--- src/flux_integration_commutator_macros.svh ---
// assertion macros shared by the flux integration commutator rtl
// expects clk and rst (synchronous, active high) in the scope of each use
`ifndef FLUX_INTEGRATION_COMMUTATOR_MACROS_SVH
`define FLUX_INTEGRATION_COMMUTATOR_MACROS_SVH

// same-cycle implication, checked outside reset
`define FIC_ASSERT_NOW(label, ante, cons, msg) \
  label: assert property (@(posedge clk) disable iff (rst) (ante) |-> (cons)) \
    else $error(msg);

// next-cycle implication, checked outside reset
`define FIC_ASSERT_NEXT(label, ante, cons, msg) \
  label: assert property (@(posedge clk) disable iff (rst) (ante) |=> (cons)) \
    else $error(msg);

`endif

--- src/fic_pkg.sv ---
// package for the flux integration commutator: widths, register codes,
// sample struct and the floating phase lookup; depends on nothing
`default_nettype none

package fic_pkg;

  localparam int SAMPLE_BITS    = 10;
  localparam int THRESHOLD_BITS = 16;
  localparam int FLUX_BITS      = 17;
  localparam int SECTOR_BITS    = 3;
  localparam int CFG_INDEX_BITS = 1;
  localparam int CFG_DATA_BITS  =
    (SAMPLE_BITS > THRESHOLD_BITS) ? SAMPLE_BITS : THRESHOLD_BITS;

  localparam logic [SAMPLE_BITS-1:0]    NEUTRAL_RESET   = SAMPLE_BITS'(238);
  localparam logic [THRESHOLD_BITS-1:0] THRESHOLD_RESET = THRESHOLD_BITS'(200);
  localparam logic [FLUX_BITS-1:0]      FLUX_MAX        = {FLUX_BITS{1'b1}};
  localparam logic [SECTOR_BITS-1:0]    LAST_SECTOR     = SECTOR_BITS'(5);

  // register indexes of the configuration port
  localparam logic [CFG_INDEX_BITS-1:0] REG_NEUTRAL_LEVEL  = 1'b0;
  localparam logic [CFG_INDEX_BITS-1:0] REG_FLUX_THRESHOLD = 1'b1;

  // floating phase codes
  localparam logic [1:0] PHASE_A    = 2'd0;
  localparam logic [1:0] PHASE_B    = 2'd1;
  localparam logic [1:0] PHASE_C    = 2'd2;
  localparam logic [1:0] PHASE_NONE = 2'd3;

  // signs: bit0 a, bit1 b, bit2 c, set when at or above neutral
  typedef struct packed {
    logic [2:0]                  signs;
    logic [2:0][SAMPLE_BITS-1:0] mag;
  } fic_sample_t;

  function automatic logic [1:0] floating_phase(input logic [SECTOR_BITS-1:0] s);
    logic [1:0] fp;
    case (s) inside
      3'd0, 3'd3: fp = PHASE_C;
      3'd1, 3'd4: fp = PHASE_B;
      3'd2, 3'd5: fp = PHASE_A;
      default:    fp = PHASE_NONE;
    endcase
    return fp;
  endfunction

endpackage

`default_nettype wire

--- src/fic_in_if.sv ---
// input channel: one set of three phase samples per transaction
// depends on fic_pkg for the sample width
`default_nettype none

interface fic_in_if;
  logic                         valid;
  logic                         ready;
  logic [fic_pkg::SAMPLE_BITS-1:0] phase_a;
  logic [fic_pkg::SAMPLE_BITS-1:0] phase_b;
  logic [fic_pkg::SAMPLE_BITS-1:0] phase_c;

  modport source (output valid, output phase_a, output phase_b, output phase_c,
                  input ready);
  modport sink   (input valid, input phase_a, input phase_b, input phase_c,
                  output ready);
endinterface

`default_nettype wire

--- src/fic_out_if.sv ---
// result channel: sector, commutation pulse, integration flag and flux sum
// depends on fic_pkg for the field widths
`default_nettype none

interface fic_out_if;
  logic                              valid;
  logic                              ready;
  logic [fic_pkg::SECTOR_BITS-1:0] sector_now;
  logic                              commutate;
  logic                              integrating;
  logic [fic_pkg::FLUX_BITS-1:0]   flux_total;

  modport source (output valid, output sector_now, output commutate,
                  output integrating, output flux_total, input ready);
  modport sink   (input valid, input sector_now, input commutate,
                  input integrating, input flux_total, output ready);
endinterface

`default_nettype wire

--- src/fic_frontend.sv ---
// input stage: neutral subtraction, sign and magnitude per phase, registered
// depends on fic_pkg and fic_in_if
`default_nettype none

module fic_frontend (
  input  wire logic                            clk,
  input  wire logic                            rst,
  input  wire logic [fic_pkg::SAMPLE_BITS-1:0] neutral_level,
  fic_in_if.sink                               in_ch,
  input  wire logic                            take,
  output fic_pkg::fic_sample_t                 sample,
  output logic                                 sample_valid
);

  fic_pkg::fic_sample_t            sample_next;
  logic [2:0][fic_pkg::SAMPLE_BITS-1:0] raw;

  assign raw = {in_ch.phase_c, in_ch.phase_b, in_ch.phase_a};

  always_comb begin
    for (int i = 0; i < 3; i++) begin
      if (raw[i] >= neutral_level) begin
        sample_next.signs[i] = 1'b1;
        sample_next.mag[i]   = raw[i] - neutral_level;
      end else begin
        sample_next.signs[i] = 1'b0;
        sample_next.mag[i]   = neutral_level - raw[i];
      end
    end
  end

  assign in_ch.ready = !sample_valid || take;

  always_ff @(posedge clk) begin
    if (rst) begin
      sample_valid <= 1'b0;
    end else if (in_ch.ready) begin
      sample_valid <= in_ch.valid;
    end
  end

  always_ff @(posedge clk) begin
    if (in_ch.valid && in_ch.ready) begin
      sample <= sample_next;
    end
  end

endmodule

`default_nettype wire

--- src/fic_core.sv ---
// sector state, flux integration and result register
// depends on fic_pkg, fic_out_if and the assertion macro header
`default_nettype none
`include "flux_integration_commutator_macros.svh"

module fic_core (
  input  wire logic                               clk,
  input  wire logic                               rst,
  input  wire logic [fic_pkg::THRESHOLD_BITS-1:0] flux_threshold,
  input  wire logic                               sample_valid,
  input  wire fic_pkg::fic_sample_t               sample,
  output logic                                    take,
  fic_out_if.source                               out_ch
);

  logic [fic_pkg::SECTOR_BITS-1:0] sector, sector_next;
  logic [2:0]                      previous_signs;
  logic                            accumulating, accumulating_next;
  logic [fic_pkg::FLUX_BITS-1:0]   flux_sum, flux_sum_next;
  logic                            commutate_next;
  logic                            load;

  logic [1:0]                      fp;
  logic                            fp_valid;
  logic                            sign_flip;
  logic                            active;
  logic [fic_pkg::SAMPLE_BITS-1:0] fp_mag;
  logic [fic_pkg::FLUX_BITS-1:0]   sum_base;
  logic [fic_pkg::FLUX_BITS:0]     sum_wide;
  logic [fic_pkg::FLUX_BITS-1:0]   sum_sat;

  assign take = !out_ch.valid || out_ch.ready;
  assign load = sample_valid && take;

  assign fp       = fic_pkg::floating_phase(sector);
  assign fp_valid = (fp != fic_pkg::PHASE_NONE);

  always_comb begin
    case (fp)
      fic_pkg::PHASE_A: begin
        sign_flip = sample.signs[0] ^ previous_signs[0];
        fp_mag    = sample.mag[0];
      end
      fic_pkg::PHASE_B: begin
        sign_flip = sample.signs[1] ^ previous_signs[1];
        fp_mag    = sample.mag[1];
      end
      fic_pkg::PHASE_C: begin
        sign_flip = sample.signs[2] ^ previous_signs[2];
        fp_mag    = sample.mag[2];
      end
      default: begin
        sign_flip = 1'b0;
        fp_mag    = '0;
      end
    endcase
  end

  // a zero crossing on the floating phase, when not integrating, restarts the sum at zero
  always_comb begin
    active   = accumulating || (fp_valid && sign_flip);
    sum_base = accumulating ? flux_sum : '0;
    sum_wide = {1'b0, sum_base}
             + (fic_pkg::FLUX_BITS + 1)'(fp_mag);
    sum_sat  = sum_wide[fic_pkg::FLUX_BITS] ? fic_pkg::FLUX_MAX
                                            : sum_wide[fic_pkg::FLUX_BITS-1:0];
    flux_sum_next     = active ? sum_sat : flux_sum;
    commutate_next    = active
                     && (flux_sum_next > fic_pkg::FLUX_BITS'(flux_threshold));
    accumulating_next = active && !commutate_next;
    if (commutate_next) begin
      sector_next = (sector >= fic_pkg::LAST_SECTOR) ? '0
                  : sector + fic_pkg::SECTOR_BITS'(1);
    end else begin
      sector_next = sector;
    end
  end

  always_ff @(posedge clk) begin
    if (rst) begin
      sector         <= '0;
      previous_signs <= '0;
      accumulating   <= 1'b0;
      flux_sum       <= '0;
      out_ch.valid   <= 1'b0;
    end else begin
      if (load) begin
        sector         <= sector_next;
        previous_signs <= sample.signs;
        accumulating   <= accumulating_next;
        flux_sum       <= flux_sum_next;
      end
      if (take) begin
        out_ch.valid <= sample_valid;
      end
    end
  end

  always_ff @(posedge clk) begin
    if (load) begin
      out_ch.sector_now  <= sector_next;
      out_ch.commutate   <= commutate_next;
      out_ch.integrating <= accumulating_next;
      out_ch.flux_total  <= flux_sum_next;
    end
  end

  `FIC_ASSERT_NOW(a_sector_range, 1'b1, sector <= fic_pkg::LAST_SECTOR, "sector out of range")
  `FIC_ASSERT_NOW(a_commutate_stops, out_ch.valid && out_ch.commutate, !out_ch.integrating, "integrating after commutation")
  `FIC_ASSERT_NEXT(a_state_holds, !load, $stable(sector) && $stable(accumulating) && $stable(flux_sum), "state moved without a transaction")
  `FIC_ASSERT_NEXT(a_commutate_over_threshold, load && commutate_next, out_ch.flux_total > fic_pkg::FLUX_BITS'($past(flux_threshold)), "commutation below threshold")

endmodule

`default_nettype wire

--- src/flux_integration_commutator.sv ---
// Sensorless commutation by back-emf flux integration.
// in_ch carries one transaction per ADC sample set (phase_a, phase_b, phase_c);
// out_ch returns exactly one result per sample: sector_now, commutate (one
// sample pulse on a sector advance), integrating and flux_total.
// The configuration port writes neutral_level (index 0) and flux_threshold
// (index 1) on any edge with cfg_we high; write only while the block is idle.
// From input acceptance to result valid, the phase magnitudes are registered
// in the front end, then the flux add, saturate and threshold compare land
// in the result register.
// Throughput is one sample per cycle while the receiver is ready; the sector
// and flux state is updated as each sample enters the result register, so
// consecutive samples chain through that single register stage.
// A stalled receiver holds the result; the front end keeps one more sample,
// and in_ch.ready drops only when both stages are full.
// Synchronous reset clears both stages, sets sector 0, clears the stored
// signs and the flux sum, and loads the register reset values (238, 200).
// depends on fic_pkg, fic_in_if, fic_out_if, fic_frontend and fic_core
`default_nettype none

module flux_integration_commutator (
  input  wire logic                              clk,
  input  wire logic                              rst,
  input  wire logic                              cfg_we,
  input  wire logic [fic_pkg::CFG_INDEX_BITS-1:0] cfg_index,
  input  wire logic [fic_pkg::CFG_DATA_BITS-1:0]  cfg_data,
  fic_in_if.sink                                 in_ch,
  fic_out_if.source                              out_ch
);

  logic [fic_pkg::SAMPLE_BITS-1:0]    neutral_level;
  logic [fic_pkg::THRESHOLD_BITS-1:0] flux_threshold;
  fic_pkg::fic_sample_t               sample;
  logic                               sample_valid;
  logic                               take;

  always_ff @(posedge clk) begin
    if (rst) begin
      neutral_level  <= fic_pkg::NEUTRAL_RESET;
      flux_threshold <= fic_pkg::THRESHOLD_RESET;
    end else if (cfg_we) begin
      case (cfg_index)
        fic_pkg::REG_NEUTRAL_LEVEL:
          neutral_level <= cfg_data[fic_pkg::SAMPLE_BITS-1:0];
        fic_pkg::REG_FLUX_THRESHOLD:
          flux_threshold <= cfg_data[fic_pkg::THRESHOLD_BITS-1:0];
        default: ;
      endcase
    end
  end

  fic_frontend u_frontend (
    .clk          (clk),
    .rst          (rst),
    .neutral_level(neutral_level),
    .in_ch        (in_ch),
    .take         (take),
    .sample       (sample),
    .sample_valid (sample_valid)
  );

  fic_core u_core (
    .clk           (clk),
    .rst           (rst),
    .flux_threshold(flux_threshold),
    .sample_valid  (sample_valid),
    .sample        (sample),
    .take          (take),
    .out_ch        (out_ch)
  );

endmodule

`default_nettype wire

--- src/flat_wrapper.sv ---
// flat-port wrapper written by rule: the top's interface ports become plain ports
module flux_integration_commutator_flat 
  (clk, rst, cfg_we, cfg_index, cfg_data, in_ch_valid, in_ch_phase_a, in_ch_phase_b, in_ch_phase_c, in_ch_ready, out_ch_valid, out_ch_sector_now, out_ch_commutate, out_ch_integrating, out_ch_flux_total, out_ch_ready);
  fic_in_if in_ch_i ();
  fic_out_if out_ch_i ();
  input  wire logic clk;
  input  wire logic rst;
  input  wire logic cfg_we;
  input  wire logic [fic_pkg::CFG_INDEX_BITS-1:0] cfg_index;
  input  wire logic [fic_pkg::CFG_DATA_BITS-1:0] cfg_data;
  input wire logic [$bits(in_ch_i.valid)-1:0] in_ch_valid;
  input wire logic [$bits(in_ch_i.phase_a)-1:0] in_ch_phase_a;
  input wire logic [$bits(in_ch_i.phase_b)-1:0] in_ch_phase_b;
  input wire logic [$bits(in_ch_i.phase_c)-1:0] in_ch_phase_c;
  output wire logic [$bits(in_ch_i.ready)-1:0] in_ch_ready;
  output wire logic [$bits(out_ch_i.valid)-1:0] out_ch_valid;
  output wire logic [$bits(out_ch_i.sector_now)-1:0] out_ch_sector_now;
  output wire logic [$bits(out_ch_i.commutate)-1:0] out_ch_commutate;
  output wire logic [$bits(out_ch_i.integrating)-1:0] out_ch_integrating;
  output wire logic [$bits(out_ch_i.flux_total)-1:0] out_ch_flux_total;
  input wire logic [$bits(out_ch_i.ready)-1:0] out_ch_ready;
  assign in_ch_i.valid = in_ch_valid;
  assign in_ch_i.phase_a = in_ch_phase_a;
  assign in_ch_i.phase_b = in_ch_phase_b;
  assign in_ch_i.phase_c = in_ch_phase_c;
  assign in_ch_ready = in_ch_i.ready;
  assign out_ch_valid = out_ch_i.valid;
  assign out_ch_sector_now = out_ch_i.sector_now;
  assign out_ch_commutate = out_ch_i.commutate;
  assign out_ch_integrating = out_ch_i.integrating;
  assign out_ch_flux_total = out_ch_i.flux_total;
  assign out_ch_i.ready = out_ch_ready;
  flux_integration_commutator u_core (.clk(clk), .rst(rst), .cfg_we(cfg_we), .cfg_index(cfg_index), .cfg_data(cfg_data), .in_ch(in_ch_i), .out_ch(out_ch_i));
endmodule
--- config.mk ---
export PLATFORM = sky130hd
export DESIGN_NAME = flux_integration_commutator_flat
export DESIGN_NICKNAME = d
export VERILOG_FILES = /design/src/fic_pkg.sv /design/src/fic_in_if.sv /design/src/fic_out_if.sv /design/src/fic_frontend.sv /design/src/fic_core.sv /design/src/flux_integration_commutator.sv /design/src/flat_wrapper.sv
export VERILOG_INCLUDE_DIRS = /design/src /design/src/src
export SDC_FILE = /design/constraint.sdc
export NUM_CORES = 1
export LEC_CHECK = 0
export BUFFER_PORTS_ARGS = -buffer_cell sky130_fd_sc_hd__buf_2
export CAP_MARGIN = 5
export CORE_MARGIN = 5
export CORE_UTILIZATION = 52
export CTS_CLUSTER_DIAMETER = 40
export DETAILED_ROUTE_END_ITERATION = 6
export PLACE_DENSITY_LB_ADDON = 0.3
export SETUP_SLACK_MARGIN = 0.2
export SYNTH_ARGS = -nofsm -noshare
export SYNTH_HDL_FRONTEND = slang
export SYNTH_HIERARCHICAL = 1
export SYNTH_SLANG_ARGS = --single-unit
export TNS_END_PERCENT = 100
--- constraint.sdc ---
create_clock -name clk -period 13.25 [get_ports clk]
set_clock_uncertainty 0.05 [all_clocks]
set_input_delay 1.9875 -clock clk [delete_from_list [all_inputs] [get_ports clk]]
set_output_delay 1.9875 -clock clk [all_outputs]
set_load 0.02 [all_outputs]
==> results.md <==
- Max-cap violations: 0
- Tcrit/Tclk final: 0.500
- Yosys warning count: 6
- Initial antenna violation count: 0
- CTS Sinks: 107
- Buf/Inv on CP: 2
- DIE AREA: 18,000 um2
- Mean area per synthesized cell: 9.28 um2
- Most instantiated cells after synthesis: ha_1 (89), inv_1 (83), a21oi_1 (77), nor2_1 (77), edfxtp_1 (55)
- Number of hold buffers added after cts: 0
- Most common cell in the netlist: ha_1
- I/O Buffers: 75
- Worst path depth: 23
- Reg clk slew, reported paths: 80 ps
- Worst endpoint required time: 13,300 ps
- # nets final: 1,066
- CTS tree: built
- Antenna diode count: 0
- Pwr Total: 1.08 mW
- Drt first pass iters: 5
- Cts bufs inserted: 9
- Worst-skew pair later-pin latency: 360 ps
- Drt drc: 0
- Final WS setup: 6620 ps
- Top delay family on crit path: compound AO/OA/AOI/OAI gates
- Number of core rows: 45
- Clk root buf: clkbuf_16
- Max-slew headroom: 0.473
- Post-synth top area share: 0.206
- Seq/Total Area, Yosys: 0.336
- Fraction of layout cells with a size suffix above 1: 0.131
- Cell area power density: 124 nW/um2
- Antenna viol nets, final: 0
- Critical Path Source: u_core/u_core/sector[1]
- Routed wire per std cell: 16.8 um
- Hold violation count in the final report: 0
- CP peak stage delay: 520 ps
- CP endpoint kind: flop
- Die width: 134 um
- Core area: 15,100 um2
- Syn-to-layout area delta: 8.85%
- Yosys reg bits: 107
- Synth unique cells: 73
- Initial core utilization: 0.529
- Worst reg2reg endpoint: u_core/u_core/out_ch.sector_now[0]
- Mapped Cells: 864
- Post-DP Area: 8410 um2
- Worst-Margin Slew: 787 ps
- Mapped Area: 8020 um2
- RSZ-0062 raised after global routing: false
- Post-Layout Cell Count: 1,111
- Yosys top cell by area: edfxtp_1
- Post-synth EDFFs: 55
- Slowest stage cell, crit path: and2_1
- Worst Path Arrival: 6680 ps
- DRT iter0 DRCs: 570
- Post-route cell area: 8720 um2
- Final setup violation count: 0
- Startpoint types: flop
- Worst min-delay path class: reg2reg
- Leak: 3.89 nW
- Grt total ovfl: 0
- Placed insts: 1,095
- TNS Setup: 0 ps
- Routed Wire Length: 18,700 um
- Hold slack final: 417 ps
- Fmax: 0.151 GHz
- Routability cong.: 0.912
- Clk buf depth: 2
- Final core occ: 0.576
- CTS H-tree lvls: 3
- CP Class: reg2reg
- Pre-CTS setup slack: 6770 ps
- Die height: 134 um
- First-pass GRT wire length: 30,500 um
- # resized after CTS: 0
- DP Wirelength: 14,600 um
- Reg2Reg Launch Point: u_core/u_core/sector[1]
- Syn_nets: 1,012
- Status: completed
- Vias in the first global route: 5,997
- Ranking of synthesized cells by area: edfxtp_1 (21%), ha_1 (14%), dfxtp_1 (13%)
- All-Layer GR Usage: 0.210
- R2R Setup Slk: 6620 ps
- Vias: 6,327
- Synth Flop Type: edfxtp_1
- Largest net degree at the start of global routing: 64
- Final min period: 6630 ps
- Synth async-reset ratio: 0
- Setup bufs post-CTS: 0
- R2r worst-path depth: 23
- Slew Limit Fails: 0
- Max VDD drop: 70.3 uV
- Critical Path Sink: u_core/u_core/out_ch.sector_now[0]
- CP cell instances: inv_1 > ha_1 > or2b_1 > and2_1 > nor2_1 > a222oi_1 > inv_1 > ha_1 > a211oi_1 > o21ai_1 > a211o_1 > nor3b_4 > nand2_1 > and2_1 > a21oi_1 > ha_1 > a21oi_1 > o21ai_0 > a2111oi_0 > a21oi_1 > a211o_1 > nand2_1 > mux2_2
- Vias per cell: 5.69
- Top Ports: 76
- CP max FO: 16
where the power goes:
group | switching, mW | internal (mW)
clock | 0.138 | 0.136
combinational | 0.237 | 0.149
sequential | 0.0227 | 0.399
registers in the layout, indices dropped and copies added (netlist names):
name	count
u_core/u_core/previous_signs	3
u_core/u_core/out_ch.commutate	1
u_core/u_core/flux_sum	17
u_core/u_core/out_ch.sector_now	3
u_core/u_frontend/sample_valid	1
u_core/u_core/out_ch.integrating	1
u_core/u_core/sector	3
u_core/u_core/out_ch.flux_total	17
u_core/u_core/out_ch.valid	1
u_core/flux_threshold	16
u_core/neutral_level	10
u_core/u_frontend/sample	33
u_core/u_core/accumulating	1
worst reg2reg max path, cell delays in order (launching register included):
cell and delay (ps):
dfxtp_1 430, inv_1 120, ha_1 250, or2b_1 180
and2_1 310, nor2_1 170, a222oi_1 410, inv_1 110
ha_1 330, a211oi_1 310, o21ai_1 170, a211o_1 330
nor3b_4 190, nand2_1 90, and2_1 520, a21oi_1 190
ha_1 350, a21oi_1 150, o21ai_0 150, a2111oi_0 460
a21oi_1 260, a211o_1 330, nand2_1 160, mux2_2 350
layout by cell type (no fill, tap or decap), types with 4 or more instances in the layout:
cell type,synthesis,layout
buf_2,13,75
mux2i_1,45,45
o21ai_0,37,37
a21bo_1,6,6
clkbuf_16,0,9
o21bai_1,9,9
ha_1,89,89
and2_1,14,14
a21oi_1,77,77
a211oi_1,30,30
nand4_1,9,9
inv_1,83,83
dfxtp_1,52,52
a31oi_1,7,7
xnor2_1,21,21
nor2_1,77,77
nand2_1,31,31
nor2b_1,10,10
nand3_1,22,22
xor2_1,16,16
o21a_1,6,6
nor3_1,12,12
a222oi_1,6,6
fa_1,7,7
mux2_2,4,4
a21o_1,20,20
nand2b_1,23,23
edfxtp_1,55,55
a211o_1,4,4
cells by family after synthesis:
family / Yosys count / share of synthesized area
compound gates: 236 / 0.200
xor+xnor: 37 / 0.0404
fa+ha+maj: 96 / 0.156
buf+inv: 120 / 0.0692
flops: 107 / 0.336
mux: 49 / 0.0618
simple gates: 219 / 0.137
metal layers:
layer | global-route usage | vias up | routed length (um)
met5 | 0 | - | 0
met4 | 0.0549 | 0 | 308
met3 | 0.0308 | 23 | 808
met2 | 0.332 | 145 | 8440
met1 | 0.304 | 2956 | 9110
li1 | - | 3203 | -
final cells by class:
type,instances,area [um2]
Tap cell,188,235
Clock inverter,7,86.3
Multi-Input combinational cell,637,4770
Clock buffer,9,225
Sequential cell,107,2690
Inverter,85,319
Fill cell,1378,6420
Timing Repair Buffer,78,398
worst min-delay path by stage:
stage | endpoint | from | slack, ps | depth (start not counted)
2_1_floorplan | u_core/u_core/out_ch.valid | u_core/u_frontend/sample_valid | 390 | 2
3_3_place_gp | u_core/u_core/out_ch.valid | u_core/u_frontend/sample_valid | 400 | 2
3_5_place_dp | u_core/u_core/out_ch.valid | u_core/u_frontend/sample_valid | 410 | 2
4_1_cts | u_core/u_core/out_ch.valid | u_core/u_frontend/sample_valid | 420 | 2
5_1_grt | u_core/u_core/out_ch.valid | u_core/u_frontend/sample_valid | 450 | 2
6_report | u_core/u_core/out_ch.valid | u_core/u_frontend/sample_valid | 420 | 2
Note: power is estimated with default switching activity, not from simulation.
